$ cat src/sv/arsm_pkg.sv
package arsm_pkg;

    // default widths
    localparam int COUNT_WIDTH_DEF  = 16;
    localparam int SAMPLE_WIDTH_DEF = 16;

    // configuration register file
    localparam int CFG_WIDTH  = 16;
    localparam int LIM_WIDTH  = 8;
    localparam int ADDR_WIDTH = 5;
    localparam int DATA_WIDTH = 32;

    localparam logic [2:0] REG_POWER_MIN      = 3'd0;
    localparam logic [2:0] REG_POWER_MAX      = 3'd1;
    localparam logic [2:0] REG_POWER_SAFE     = 3'd2;
    localparam logic [2:0] REG_MOTOR_VOLT_MAX = 3'd3;
    localparam logic [2:0] REG_MOTOR_CUR_MAX  = 3'd4;
    localparam logic [2:0] REG_CONSEC_LIMIT   = 3'd5;
    localparam logic [2:0] REG_TIMEOUT_LIMIT  = 3'd6;

    localparam logic [CFG_WIDTH-1:0] RST_POWER_MIN      = 16'd6000;
    localparam logic [CFG_WIDTH-1:0] RST_POWER_MAX      = 16'd18000;
    localparam logic [CFG_WIDTH-1:0] RST_POWER_SAFE     = 16'd12000;
    localparam logic [CFG_WIDTH-1:0] RST_MOTOR_VOLT_MAX = 16'd20000;
    localparam logic [CFG_WIDTH-1:0] RST_MOTOR_CUR_MAX  = 16'd30000;
    localparam logic [LIM_WIDTH-1:0] RST_CONSEC_LIMIT   = 8'd3;
    localparam logic [CFG_WIDTH-1:0] RST_TIMEOUT_LIMIT  = 16'd10;

    // request kinds
    localparam logic [1:0] REQ_POWER = 2'd0;
    localparam logic [1:0] REQ_MOTOR = 2'd1;
    localparam logic [1:0] REQ_CLEAR = 2'd2;

    // status codes
    localparam logic [2:0] ST_OK      = 3'd0;
    localparam logic [2:0] ST_RANGE   = 3'd1;
    localparam logic [2:0] ST_TIMEOUT = 3'd2;
    localparam logic [2:0] ST_SOURCE  = 3'd3;
    localparam logic [2:0] ST_SAFE    = 3'd4;

    typedef struct packed {
        logic [CFG_WIDTH-1:0] power_min;
        logic [CFG_WIDTH-1:0] power_max;
        logic [CFG_WIDTH-1:0] power_safe;
        logic [CFG_WIDTH-1:0] motor_volt_max;
        logic [CFG_WIDTH-1:0] motor_cur_max;
        logic [LIM_WIDTH-1:0] consec_limit;
        logic [CFG_WIDTH-1:0] timeout_limit;
    } cfg_t;

    typedef struct packed {
        logic       clear_timeout;
        logic       safe_state;
        logic [2:0] status;
    } res_flags_t;

endpackage

$ cat src/sv/arsm_cfg.sv
module arsm_cfg (
    input  logic                             aclk,
    input  logic                             aresetn,
    input  logic                             psel,
    input  logic                             penable,
    input  logic                             pwrite,
    input  logic [arsm_pkg::ADDR_WIDTH-1:0]  paddr,
    input  logic [arsm_pkg::DATA_WIDTH-1:0]  pwdata,
    output logic [arsm_pkg::DATA_WIDTH-1:0]  prdata,
    output logic                             pready,
    output arsm_pkg::cfg_t                   cfg
);

    arsm_pkg::cfg_t cfg_reg;
    logic           wr_en;
    logic [2:0]     reg_idx;

    assign pready  = 1'b1;
    assign wr_en   = psel && penable && pwrite;
    assign reg_idx = paddr[4:2];
    assign cfg     = cfg_reg;

    always_ff @(posedge aclk) begin
        if (!aresetn) begin
            cfg_reg.power_min      <= arsm_pkg::RST_POWER_MIN;
            cfg_reg.power_max      <= arsm_pkg::RST_POWER_MAX;
            cfg_reg.power_safe     <= arsm_pkg::RST_POWER_SAFE;
            cfg_reg.motor_volt_max <= arsm_pkg::RST_MOTOR_VOLT_MAX;
            cfg_reg.motor_cur_max  <= arsm_pkg::RST_MOTOR_CUR_MAX;
            cfg_reg.consec_limit   <= arsm_pkg::RST_CONSEC_LIMIT;
            cfg_reg.timeout_limit  <= arsm_pkg::RST_TIMEOUT_LIMIT;
        end else if (wr_en) begin
            case (reg_idx)
                arsm_pkg::REG_POWER_MIN:      cfg_reg.power_min      <= pwdata[15:0];
                arsm_pkg::REG_POWER_MAX:      cfg_reg.power_max      <= pwdata[15:0];
                arsm_pkg::REG_POWER_SAFE:     cfg_reg.power_safe     <= pwdata[15:0];
                arsm_pkg::REG_MOTOR_VOLT_MAX: cfg_reg.motor_volt_max <= pwdata[15:0];
                arsm_pkg::REG_MOTOR_CUR_MAX:  cfg_reg.motor_cur_max  <= pwdata[15:0];
                arsm_pkg::REG_CONSEC_LIMIT:   cfg_reg.consec_limit   <= pwdata[7:0];
                arsm_pkg::REG_TIMEOUT_LIMIT:  cfg_reg.timeout_limit  <= pwdata[15:0];
                default: ;
            endcase
        end
    end

    always_comb begin
        case (reg_idx)
            arsm_pkg::REG_POWER_MIN:      prdata = {16'd0, cfg_reg.power_min};
            arsm_pkg::REG_POWER_MAX:      prdata = {16'd0, cfg_reg.power_max};
            arsm_pkg::REG_POWER_SAFE:     prdata = {16'd0, cfg_reg.power_safe};
            arsm_pkg::REG_MOTOR_VOLT_MAX: prdata = {16'd0, cfg_reg.motor_volt_max};
            arsm_pkg::REG_MOTOR_CUR_MAX:  prdata = {16'd0, cfg_reg.motor_cur_max};
            arsm_pkg::REG_CONSEC_LIMIT:   prdata = {24'd0, cfg_reg.consec_limit};
            arsm_pkg::REG_TIMEOUT_LIMIT:  prdata = {16'd0, cfg_reg.timeout_limit};
            default:                      prdata = '0;
        endcase
    end

endmodule

$ cat src/sv/arsm_eval.sv
module arsm_eval #(
    parameter int COUNT_WIDTH  = arsm_pkg::COUNT_WIDTH_DEF,
    parameter int SAMPLE_WIDTH = arsm_pkg::SAMPLE_WIDTH_DEF
) (
    input  logic [1:0]                   req_type,
    input  logic [3:0][SAMPLE_WIDTH-1:0] ch,
    input  logic                         timeout_flag,
    input  logic                         source_ok,
    input  arsm_pkg::cfg_t               cfg,
    input  logic [COUNT_WIDTH-1:0]       tmo_cnt,
    input  logic [COUNT_WIDTH-1:0]       rng_cnt,
    input  logic [COUNT_WIDTH-1:0]       con_cnt,
    input  logic                         safe_latch,
    output logic [3:0][SAMPLE_WIDTH-1:0] ch_out,
    output arsm_pkg::res_flags_t         flags,
    output logic [COUNT_WIDTH-1:0]       tmo_cnt_next,
    output logic [COUNT_WIDTH-1:0]       rng_cnt_next,
    output logic [COUNT_WIDTH-1:0]       con_cnt_next,
    output logic                         safe_latch_next
);

    localparam int CMP_W = (SAMPLE_WIDTH > arsm_pkg::CFG_WIDTH) ? SAMPLE_WIDTH
                                                                 : arsm_pkg::CFG_WIDTH;
    localparam int LIM_W = (COUNT_WIDTH > arsm_pkg::CFG_WIDTH) ? COUNT_WIDTH
                                                                : arsm_pkg::CFG_WIDTH;

    function automatic logic [COUNT_WIDTH-1:0] sat_inc(input logic [COUNT_WIDTH-1:0] v);
        return (&v) ? v : v + COUNT_WIDTH'(1);
    endfunction

    logic [CMP_W-1:0] lo_v;
    logic [CMP_W-1:0] hi_v;
    logic [CMP_W-1:0] smp_v;
    logic             bad;
    logic             group;

    // channels are walked in order; each good one restarts the consecutive run
    always_comb begin
        ch_out          = '0;
        flags           = '0;
        flags.status    = arsm_pkg::ST_OK;
        tmo_cnt_next    = tmo_cnt;
        rng_cnt_next    = rng_cnt;
        con_cnt_next    = con_cnt;
        safe_latch_next = safe_latch;
        bad             = 1'b0;
        group           = 1'b0;
        lo_v            = '0;
        hi_v            = '0;
        smp_v           = '0;

        case (req_type)
            arsm_pkg::REQ_POWER: begin
                group = 1'b1;
                if (timeout_flag) begin
                    tmo_cnt_next = sat_inc(tmo_cnt);
                    con_cnt_next = sat_inc(con_cnt);
                    for (int i = 0; i < 3; i++)
                        ch_out[i] = SAMPLE_WIDTH'(cfg.power_safe);
                    flags.status = arsm_pkg::ST_TIMEOUT;
                end else if (!source_ok) begin
                    for (int i = 0; i < 3; i++)
                        ch_out[i] = SAMPLE_WIDTH'(cfg.power_safe);
                    flags.status = arsm_pkg::ST_SOURCE;
                end else begin
                    lo_v = CMP_W'(cfg.power_min);
                    hi_v = CMP_W'(cfg.power_max);
                    for (int i = 0; i < 3; i++) begin
                        smp_v = CMP_W'(ch[i]);
                        if (smp_v < lo_v || smp_v > hi_v) begin
                            rng_cnt_next = sat_inc(rng_cnt_next);
                            con_cnt_next = sat_inc(con_cnt_next);
                            ch_out[i]    = SAMPLE_WIDTH'(cfg.power_safe);
                            bad          = 1'b1;
                        end else begin
                            con_cnt_next = '0;
                            ch_out[i]    = ch[i];
                        end
                    end
                    flags.status = bad ? arsm_pkg::ST_RANGE : arsm_pkg::ST_OK;
                end
            end
            arsm_pkg::REQ_MOTOR: begin
                group = 1'b1;
                if (source_ok) begin
                    for (int i = 0; i < 4; i++) begin
                        hi_v  = (i < 2) ? CMP_W'(cfg.motor_volt_max)
                                        : CMP_W'(cfg.motor_cur_max);
                        smp_v = CMP_W'(ch[i]);
                        if (smp_v > hi_v) begin
                            rng_cnt_next = sat_inc(rng_cnt_next);
                            con_cnt_next = sat_inc(con_cnt_next);
                            ch_out[i]    = '0;
                            bad          = 1'b1;
                        end else begin
                            con_cnt_next = '0;
                            ch_out[i]    = ch[i];
                        end
                    end
                    flags.status = bad ? arsm_pkg::ST_RANGE : arsm_pkg::ST_OK;
                end else begin
                    flags.status = arsm_pkg::ST_SOURCE;
                end
            end
            arsm_pkg::REQ_CLEAR: begin
                tmo_cnt_next        = '0;
                rng_cnt_next        = '0;
                con_cnt_next        = '0;
                safe_latch_next     = 1'b0;
                flags.clear_timeout = 1'b1;
            end
            default: ;
        endcase

        if (group) begin
            if (LIM_W'(con_cnt_next) >= LIM_W'(cfg.consec_limit) ||
                LIM_W'(tmo_cnt_next) >= LIM_W'(cfg.timeout_limit))
                safe_latch_next = 1'b1;
            if (safe_latch_next)
                flags.status = arsm_pkg::ST_SAFE;
        end
        flags.safe_state = safe_latch_next;
    end

endmodule

$ cat src/sv/adc_range_safety_monitor_unit.sv
// channel  | dir | tdata (low bit up)                                 | tuser (low bit up)
// s_       | in  | ch0, ch1, ch2, ch3                                 | req_type[1:0],
//          |     |                                                    | timeout_flag, source_ok
// m_       | out | ch0_out..ch3_out, timeout_total, range_errors,     | status[2:0],
//          |     | consec_errors                                      | safe_state, clear_timeout
// apb      | in  | 32-bit register writes and reads, register i at byte address 4*i
//
// An input beat passes the input register, then the result register, to reach its
// result beat. One beat per cycle sustained while m_tready stays high; the counters
// and the safe latch are updated in the same cycle that the result register loads,
// so the next beat sees them at once.
// Reset (aresetn low, synchronous): both valid flags, counters and safe latch clear;
// configuration registers return to their default limits.
// Stalls: with m_tready low the result waits in its register while one more beat
// can sit in the input register; s_tready drops only when both are full.
module adc_range_safety_monitor_unit #(
    parameter int COUNT_WIDTH  = arsm_pkg::COUNT_WIDTH_DEF,
    parameter int SAMPLE_WIDTH = arsm_pkg::SAMPLE_WIDTH_DEF,
    localparam int IN_DATA_W   = ((4 * SAMPLE_WIDTH + 7) / 8) * 8,
    localparam int OUT_RAW_W   = 4 * SAMPLE_WIDTH + 3 * COUNT_WIDTH,
    localparam int OUT_DATA_W  = ((OUT_RAW_W + 7) / 8) * 8
) (
    input  logic                            aclk,
    input  logic                            aresetn,
    // input beats
    input  logic                            s_tvalid,
    output logic                            s_tready,
    // ch0, ch1, ch2, ch3 from bit 0 up, zero padded to bytes
    input  logic [IN_DATA_W-1:0]            s_tdata,
    // req_type[1:0], timeout_flag, source_ok
    input  logic [3:0]                      s_tuser,
    // result beats
    output logic                            m_tvalid,
    input  logic                            m_tready,
    // ch0_out, ch1_out, ch2_out, ch3_out, timeout_total, range_errors, consec_errors
    output logic [OUT_DATA_W-1:0]           m_tdata,
    // status[2:0], safe_state, clear_timeout
    output logic [4:0]                      m_tuser,
    // register port
    input  logic                            psel,
    input  logic                            penable,
    input  logic                            pwrite,
    input  logic [arsm_pkg::ADDR_WIDTH-1:0] paddr,
    input  logic [arsm_pkg::DATA_WIDTH-1:0] pwdata,
    output logic [arsm_pkg::DATA_WIDTH-1:0] prdata,
    output logic                            pready
);

    localparam int CNT_LSB    = 4 * SAMPLE_WIDTH;

    arsm_pkg::cfg_t       cfg;
    arsm_pkg::res_flags_t flags;

    // input stage
    logic                   in_valid_reg;
    logic [IN_DATA_W-1:0]   in_data_reg;
    logic [3:0]             in_user_reg;

    // block state
    logic [COUNT_WIDTH-1:0] tmo_cnt_reg, tmo_cnt_next;
    logic [COUNT_WIDTH-1:0] rng_cnt_reg, rng_cnt_next;
    logic [COUNT_WIDTH-1:0] con_cnt_reg, con_cnt_next;
    logic                   safe_latch_reg, safe_latch_next;

    // result stage
    logic                   out_valid_reg;
    logic [OUT_DATA_W-1:0]  out_data_reg, out_data_next;
    logic [4:0]             out_user_reg;

    logic [3:0][SAMPLE_WIDTH-1:0] ch_in;
    logic [3:0][SAMPLE_WIDTH-1:0] ch_out;
    logic                         advance;

    // the held beat moves on whenever the result register is free or draining
    assign advance  = in_valid_reg && (!out_valid_reg || m_tready);
    assign s_tready = !in_valid_reg || advance;
    assign m_tvalid = out_valid_reg;
    assign m_tdata  = out_data_reg;
    assign m_tuser  = out_user_reg;

    always_comb begin
        for (int i = 0; i < 4; i++)
            ch_in[i] = in_data_reg[i*SAMPLE_WIDTH +: SAMPLE_WIDTH];
    end

    arsm_cfg u_cfg (
        .aclk    (aclk),
        .aresetn (aresetn),
        .psel    (psel),
        .penable (penable),
        .pwrite  (pwrite),
        .paddr   (paddr),
        .pwdata  (pwdata),
        .prdata  (prdata),
        .pready  (pready),
        .cfg     (cfg)
    );

    arsm_eval #(
        .COUNT_WIDTH  (COUNT_WIDTH),
        .SAMPLE_WIDTH (SAMPLE_WIDTH)
    ) u_eval (
        .req_type        (in_user_reg[1:0]),
        .ch              (ch_in),
        .timeout_flag    (in_user_reg[2]),
        .source_ok       (in_user_reg[3]),
        .cfg             (cfg),
        .tmo_cnt         (tmo_cnt_reg),
        .rng_cnt         (rng_cnt_reg),
        .con_cnt         (con_cnt_reg),
        .safe_latch      (safe_latch_reg),
        .ch_out          (ch_out),
        .flags           (flags),
        .tmo_cnt_next    (tmo_cnt_next),
        .rng_cnt_next    (rng_cnt_next),
        .con_cnt_next    (con_cnt_next),
        .safe_latch_next (safe_latch_next)
    );

    // pack the result beat; counters shown are the values after this beat
    always_comb begin
        out_data_next = '0;
        for (int i = 0; i < 4; i++)
            out_data_next[i*SAMPLE_WIDTH +: SAMPLE_WIDTH] = ch_out[i];
        out_data_next[CNT_LSB +: COUNT_WIDTH]                   = tmo_cnt_next;
        out_data_next[CNT_LSB + COUNT_WIDTH +: COUNT_WIDTH]     = rng_cnt_next;
        out_data_next[CNT_LSB + 2 * COUNT_WIDTH +: COUNT_WIDTH] = con_cnt_next;
    end

    // control and state
    always_ff @(posedge aclk) begin
        if (!aresetn) begin
            in_valid_reg   <= 1'b0;
            out_valid_reg  <= 1'b0;
            tmo_cnt_reg    <= '0;
            rng_cnt_reg    <= '0;
            con_cnt_reg    <= '0;
            safe_latch_reg <= 1'b0;
        end else begin
            if (s_tvalid && s_tready)
                in_valid_reg <= 1'b1;
            else if (advance)
                in_valid_reg <= 1'b0;

            if (advance)
                out_valid_reg <= 1'b1;
            else if (m_tready)
                out_valid_reg <= 1'b0;

            if (advance) begin
                tmo_cnt_reg    <= tmo_cnt_next;
                rng_cnt_reg    <= rng_cnt_next;
                con_cnt_reg    <= con_cnt_next;
                safe_latch_reg <= safe_latch_next;
            end
        end
    end

    // payload
    always_ff @(posedge aclk) begin
        if (s_tvalid && s_tready) begin
            in_data_reg <= s_tdata;
            in_user_reg <= s_tuser;
        end
        if (advance) begin
            out_data_reg <= out_data_next;
            out_user_reg <= flags;
        end
    end

    // a clear beat always reports zeroed counters and an open latch
    a_clear_zero: assert property (@(posedge aclk) disable iff (!aresetn)
        (m_tvalid && m_tuser[4]) |->
        (m_tdata[CNT_LSB +: COUNT_WIDTH] == '0) &&
        (m_tdata[CNT_LSB + COUNT_WIDTH +: COUNT_WIDTH] == '0) &&
        (m_tdata[CNT_LSB + 2 * COUNT_WIDTH +: COUNT_WIDTH] == '0) && !m_tuser[3])
        else $error("clear beat with nonzero diagnostics");

    // only a clear request may drop the safe latch
    a_safe_sticky: assert property (@(posedge aclk) disable iff (!aresetn)
        (advance && safe_latch_reg && (in_user_reg[1:0] != arsm_pkg::REQ_CLEAR))
        |=> safe_latch_reg)
        else $error("safe latch dropped without clear");

    // a held beat stays put until the result register takes it
    a_hold_item: assert property (@(posedge aclk) disable iff (!aresetn)
        (in_valid_reg && !advance) |=> (in_valid_reg && $stable(in_data_reg)))
        else $error("input beat lost while result stage busy");

    // safe status implies the latch is shown set
    a_safe_status: assert property (@(posedge aclk) disable iff (!aresetn)
        (m_tvalid && (m_tuser[2:0] == arsm_pkg::ST_SAFE)) |-> m_tuser[3])
        else $error("safe status without safe state");

    // state moves only with a beat through the result stage
    a_state_still: assert property (@(posedge aclk) disable iff (!aresetn)
        !advance |=> ($stable(tmo_cnt_reg) && $stable(rng_cnt_reg) &&
                      $stable(con_cnt_reg) && $stable(safe_latch_reg)))
        else $error("diagnostic state changed without a beat");

endmodule
$ cat config.mk
export PLATFORM = sky130hd
export DESIGN_NAME = adc_range_safety_monitor_unit
export DESIGN_NICKNAME = d
export VERILOG_FILES = /design/src/sv/arsm_pkg.sv /design/src/sv/arsm_cfg.sv /design/src/sv/arsm_eval.sv /design/src/sv/adc_range_safety_monitor_unit.sv
export SDC_FILE = /design/constraint.sdc
export NUM_CORES = 1
export LEC_CHECK = 0
export BUFFER_PORTS_ARGS = -buffer_cell sky130_fd_sc_hd__buf_2
export CAP_MARGIN = 20
export CELL_PAD_IN_SITES_DETAIL_PLACEMENT = 1
export CELL_PAD_IN_SITES_GLOBAL_PLACEMENT = 1
export CORE_MARGIN = 4
export CORE_UTILIZATION = 50
export CTS_CLUSTER_DIAMETER = 150
export DETAILED_ROUTE_END_ITERATION = 16
export PLACE_DENSITY_LB_ADDON = 0.2
export SLEW_MARGIN = 30
export SYNTH_ARGS = -nofsm -noshare
export SYNTH_HDL_FRONTEND = slang
export SYNTH_SLANG_ARGS = --single-unit
$ cat constraint.sdc
create_clock -name aclk -period 13.8 [get_ports aclk]
set_clock_uncertainty 0.1 [all_clocks]
set_input_delay 0 -clock aclk [delete_from_list [all_inputs] [get_ports aclk]]
set_output_delay 0 -clock aclk [all_outputs]
set_load 0.02 [all_outputs]
# Word-level counts from Yosys, hierarchy flattened
# Index checks and enable logic that the tools add are counted.
# op_classes
n_reduce_logical,38
bitwise,2
n_eq_ne,8
mux,102
n_lt_le_gt_ge,12
n_addsub,13
# op_table
operator,n
$mux W16,64
$add A16 B1 Y16 const B,13
$reduce_and A16 Y1,13
$mux W48,3
$gt A16 B16 Y1,7
$pmux W16 S7,1
$pmux W16 S3,2
$pmux W48 S2,1
$lt A16 B16 Y1,3
$pmux W16 S2,1
$mux W1,24
$ge A16 B16 Y1,1
$ge A16 B8 Y1,1
$mux W3,5
$reduce_and A2 Y1,7
$eq A3 B3 Y1 const B,3
$eq A3 B2 Y1 const B,2
$logic_or A1 B1 Y1,6
$pmux W3 S2,1
$logic_and A1 B1 Y1,4
$reduce_bool A2 Y1,2
$eq A3 B1 Y1 const B,1
$logic_not A3 Y1,1
$reduce_or A3 Y1,1
6 further kinds,8
# totals
inputBits,112
word_cells,193
reg_bits,340
output_inout_bits,152

# Longest topological paths before layout
# logic_depth
depth_word,26
ltp_mapped,49
depth_no_buf,43

# Hierarchy
# Synthesis repeated with hierarchy kept, for this count alone.
# unflattened
cells_unflattened,2927
hier_area_um2,26196.4
# modules_own_cells
module,instances,cells_per_inst,seq_area_each_um2,area_each_um2
arsm_eval,1,1991,0.0,13536.7
adc_range_safety_monitor_unit,1,407,6576.3,7641.1
arsm_cfg,1,529,2082.0,5018.6

# Least setup slack after synthesis
# No wires, ideal clock.
# synth_path
path_kind,register -> register
from,"register in_data_reg[15], in the netlist ch_in[15]"
to,"register out_user_reg[3], in the netlist m_tuser[3], data pin"
path_stages_with_launch,48
t_required_ps,13434
n_path_buf,6
setup_time_ps,266
synth_period_minus_slack_ps,9455
t_arrival_ps,9090
setup_slack_ps,4345
cell_sequence,edfxtp_1 ha_1 nand4_1 nor4_2 o21a_1 o31ai_2 buf_2 clkbuf_1 buf_2 buf_2 nor2_1 ha_1 nand2_2 nor3_2 nand3_1 nor2_1 nor2_1 a311oi_1 [... 12 more ...] buf_4 and3_1 clkbuf_1 xnor2_1 a221oi_1 ha_1 nand2b_1 a21oi_1 nor2b_1 o21ai_0 nand2b_1 a21oi_1 nor2b_1 o211ai_1 o2111ai_1 or4_4 nor2_2 o21ai_1
# synth_rtl
item,line_no,text
from (decl),adc_range_safety_monitor_unit.sv:56,logic [IN_DATA_W-1:0] in_data_reg;
from (signal assigned),adc_range_safety_monitor_unit.sv:162,in_data_reg <= s_tdata;
to (signal assigned),adc_range_safety_monitor_unit.sv:167,out_user_reg <= flags;
to (decl),adc_range_safety_monitor_unit.sv:68,logic [4:0] out_user_reg;

==> run metrics <==
Syn-to-layout area delta 14.9%; Cell Pwr Density 94.2 nW/um2; Critical Path End Type register; largest net degree at the start of global routing 99; end of the worst register-to-register path m_tuser[3]; Synth Instances 3010; Power Total 0.00282 W; Clk Latency, worst-skew pair 0.61 ns; CP max FO 42; PortBufs 228; Crit path required time 14.03 ns; VDD IR max 98.6 uV; nets 3557; Tmin final 11.60 ns; LEAKAGE 11.4 nW; Sequential Power Share 41.1%; gr ovfl total 0; top cells by count, synth 399 x nand2_1, 203 x a21oi_1, 195 x nor2_1; status finished, final reports clean; first-pass GRT wire length 180 mm; Final Hold Viols 0; Max Cap Viol 0; Post-Synth Simple-Gate Area 21.9%; Finished Cell Area 30000 um2; top_reg_cell synth edfxtp_1; P_int 0.00190 W; core area 51500 um2; CP Launch Type register; final setup fails 0; leading area contributor after synthesis edfxtp_1; first-iteration detailed-routing DRC count 2981; Ports 264; cts bufs inserted 40; Logic pwr share 19.4%; area occupied by registers 8660 um2; Clock Path Buffers 3; wire per inst 31.0 um; DIE WIDTH 236 um; Hold Startpoint s_tdata[61]; number of synthesized flops with an enable pin 185; layout cell share with drive strength beyond 1 14.4%; multi-input logic area 16200 um2; via count 27500; CTS H-Tree Depth 2; Slowest cell on crit path a221oi_1; post-synth top area share 21.3%; # resized after CTS 0; reg2reg setup slack 2.20 ns; Yosys Warn Count 0; Hold WC Path Type in2reg; largest family of logic cells by synthesized area compound AO/OA/AOI/OAI gates; Worst Hold End ch_in[61]; drt pass-1 iters 5; slowest stage delay, CP 0.63 ns; Initial Util 50.6%; final WL 123 mm; Synth Area in Adders 9.31%; Post-Route Setup TNS 0 ns; CTS tree yes; Slew HR 26.1%; compound-cell area share of the yosys netlist 22.4%; CTS Sinks 340; Max Slew Vio Count 0; #FFs+latches synth 340; clk root buf clkbuf_16; Die Span Y 236 um; Post-Synthesis Cell Area 26100 um2; Worst EP arrival 11.82 ns; number of global-route vias before repair 28000; HPWL Detailed 83.7 mm; Final Cycle Share 84.0%; Worst Max-Slew Pin Slew 1.09 ns; mux share of post-synthesis cell area 4.70%; syn avg cell area 8.66 um2; CTS clk-pin slew, worst paths 0.07 ns; Levels on crit path 42; Die ar. 55900 um2; GRT Resource Usage Total 41.6%; Placer Congestion 1.01; max reg flops 112; Netlist cell types 125; asr flop ratio synth 0%; sequential area share after synthesis 33.2%; CP Buf/Inv Count 1; remaining routing DRC violations 0; switching share of power 32.7%; post-CTS setup buffer count 0; vias per inst 6.95; Fmax 0.0862 GHz; antenna violations before repair 2; Post-DP Area 27700 um2; worst r2r path cells 42; Hold Crit Depth 2; # fillers 6038; Post-CTS Hold Fix Bufs 89; Reg-to-Reg Start ch_in[15]; cell family with the largest share of critical-path delay simple AND/OR/NAND/NOR gates; row count 83; antenna-violating nets left 0; Clock Power Share 39.5%; xor and xnor area share after synthesis 3.43%; top post-synthesis cells by area edfxtp_1 21%, dfxtp_1 12%, ha_1 9.3%, nand2_1 5.7%, a21oi_1 3.9%; Net Switching 0.000923 W; RSZ-0062 raised after global routing no; most common cell in the netlist nand2_1; Crit Path Category reg2reg
==> layer usage <==
layer | part of all wire, % | up-vias | track usage (%)
met5 | 0 | - | 0
li1 | - | 11800 | -
met3 | 8.4 | 568 | 7.38
met4 | 8.7 | 0 | 27.7
met2 | 46 | 1718 | 69.3
met1 | 37 | 13500 | 49.3
==> through the flow <==
step	utilization [%]	instances	hold slack [ns]	setup WS, ns
final	58.2	3962	0.0247	2.20
after global routing	58.2	3961	0.0338	1.40
after CTS	58.0	3958	0.000523	2.30
after detailed placement	53.8	3798	0.0784	2.34
after global placement	53.8	3798	0.0763	2.82
after floorplan	-	3025	-0.00113	4.34
==> layout by cell type, fill, tap and decap left out, types with 15 or more instances in the layout <==
cell type,instances
a211oi_1,31
a21o_1,50
a21oi_1,202
a22o_1,53
a22oi_1,15
a31oi_1,41
and2_1,45
and3_1,30
and4_1,17
buf_2,227
buf_4,43
clkbuf_16,41
conb_1,17
dfxtp_1,155
dlygate4sd3_1,89
edfxtp_1,185
ha_1,194
inv_1,131
mux2_2,25
mux2i_1,74
nand2_1,399
nand2b_1,22
nand3_1,102
nand4_1,67
nor2_1,192
nor2b_1,25
nor3_1,56
nor4_1,33
o211ai_1,54
o21a_1,25
o21ai_0,116
or3_1,30
xnor2_1,63
xor2_1,34
==> cells by family (layout without fill, tap and decap cells) <==
group / Yosys count / count (layout)
buffers and inverters: 314 / 569
adder cells (fa/ha/maj): 194 / 194
AND/OR/NAND/NOR: 1125 / 1125
multiplexers: 109 / 109
flip-flops: 340 / 340
XOR/XNOR: 99 / 99
other: 2 / 19
AO/OA/AOI/OAI: 827 / 827
==> power groups by stage <==
| stage | combinational [W] | sequential (W) | clock, W |
|---|---|---|---|
| 3_3_place_gp | 0.000469 | 0.00118 | 0 |
| 4_1_cts | 0.000516 | 0.00116 | 0.00109 |
| 3_5_place_dp | 0.000489 | 0.00118 | 0 |
| 2_1_floorplan | 0.000303 | 0.00118 | 0 |
| 5_1_grt | 0.000576 | 0.00116 | 0.00116 |
| 6_report | 0.000548 | 0.00116 | 0.00112 |
==> how the worst max path moves through the flow <==
stage                   from    endpoint  slack [ns]
2_1_floorplan      ch_in[15]  m_tuser[3]        4.34
6_report           ch_in[15]  m_tuser[3]        2.20
5_1_grt        u_cfg.cfg[55]  m_tuser[3]        1.40
4_1_cts            ch_in[15]  m_tuser[3]        2.30
3_5_place_dp       ch_in[15]  m_tuser[3]        2.34
3_3_place_gp       ch_in[15]  m_tuser[3]        2.82
==> layout make-up <==
| cell class | count | share of cell area (%) |
|---|---|---|
| multi-input cells | 2371 | 54.2 |
| flip-flops and latches | 340 | 28.9 |
| repair buffers | 362 | 8.02 |
| clock buffers | 49 | 3.62 |
| well taps | 680 | 2.84 |
| inverters | 136 | 1.72 |
| clock inverters | 22 | 0.722 |
| diodes | 2 | 0.0167 |
Power figures use the tool's default switching activity.
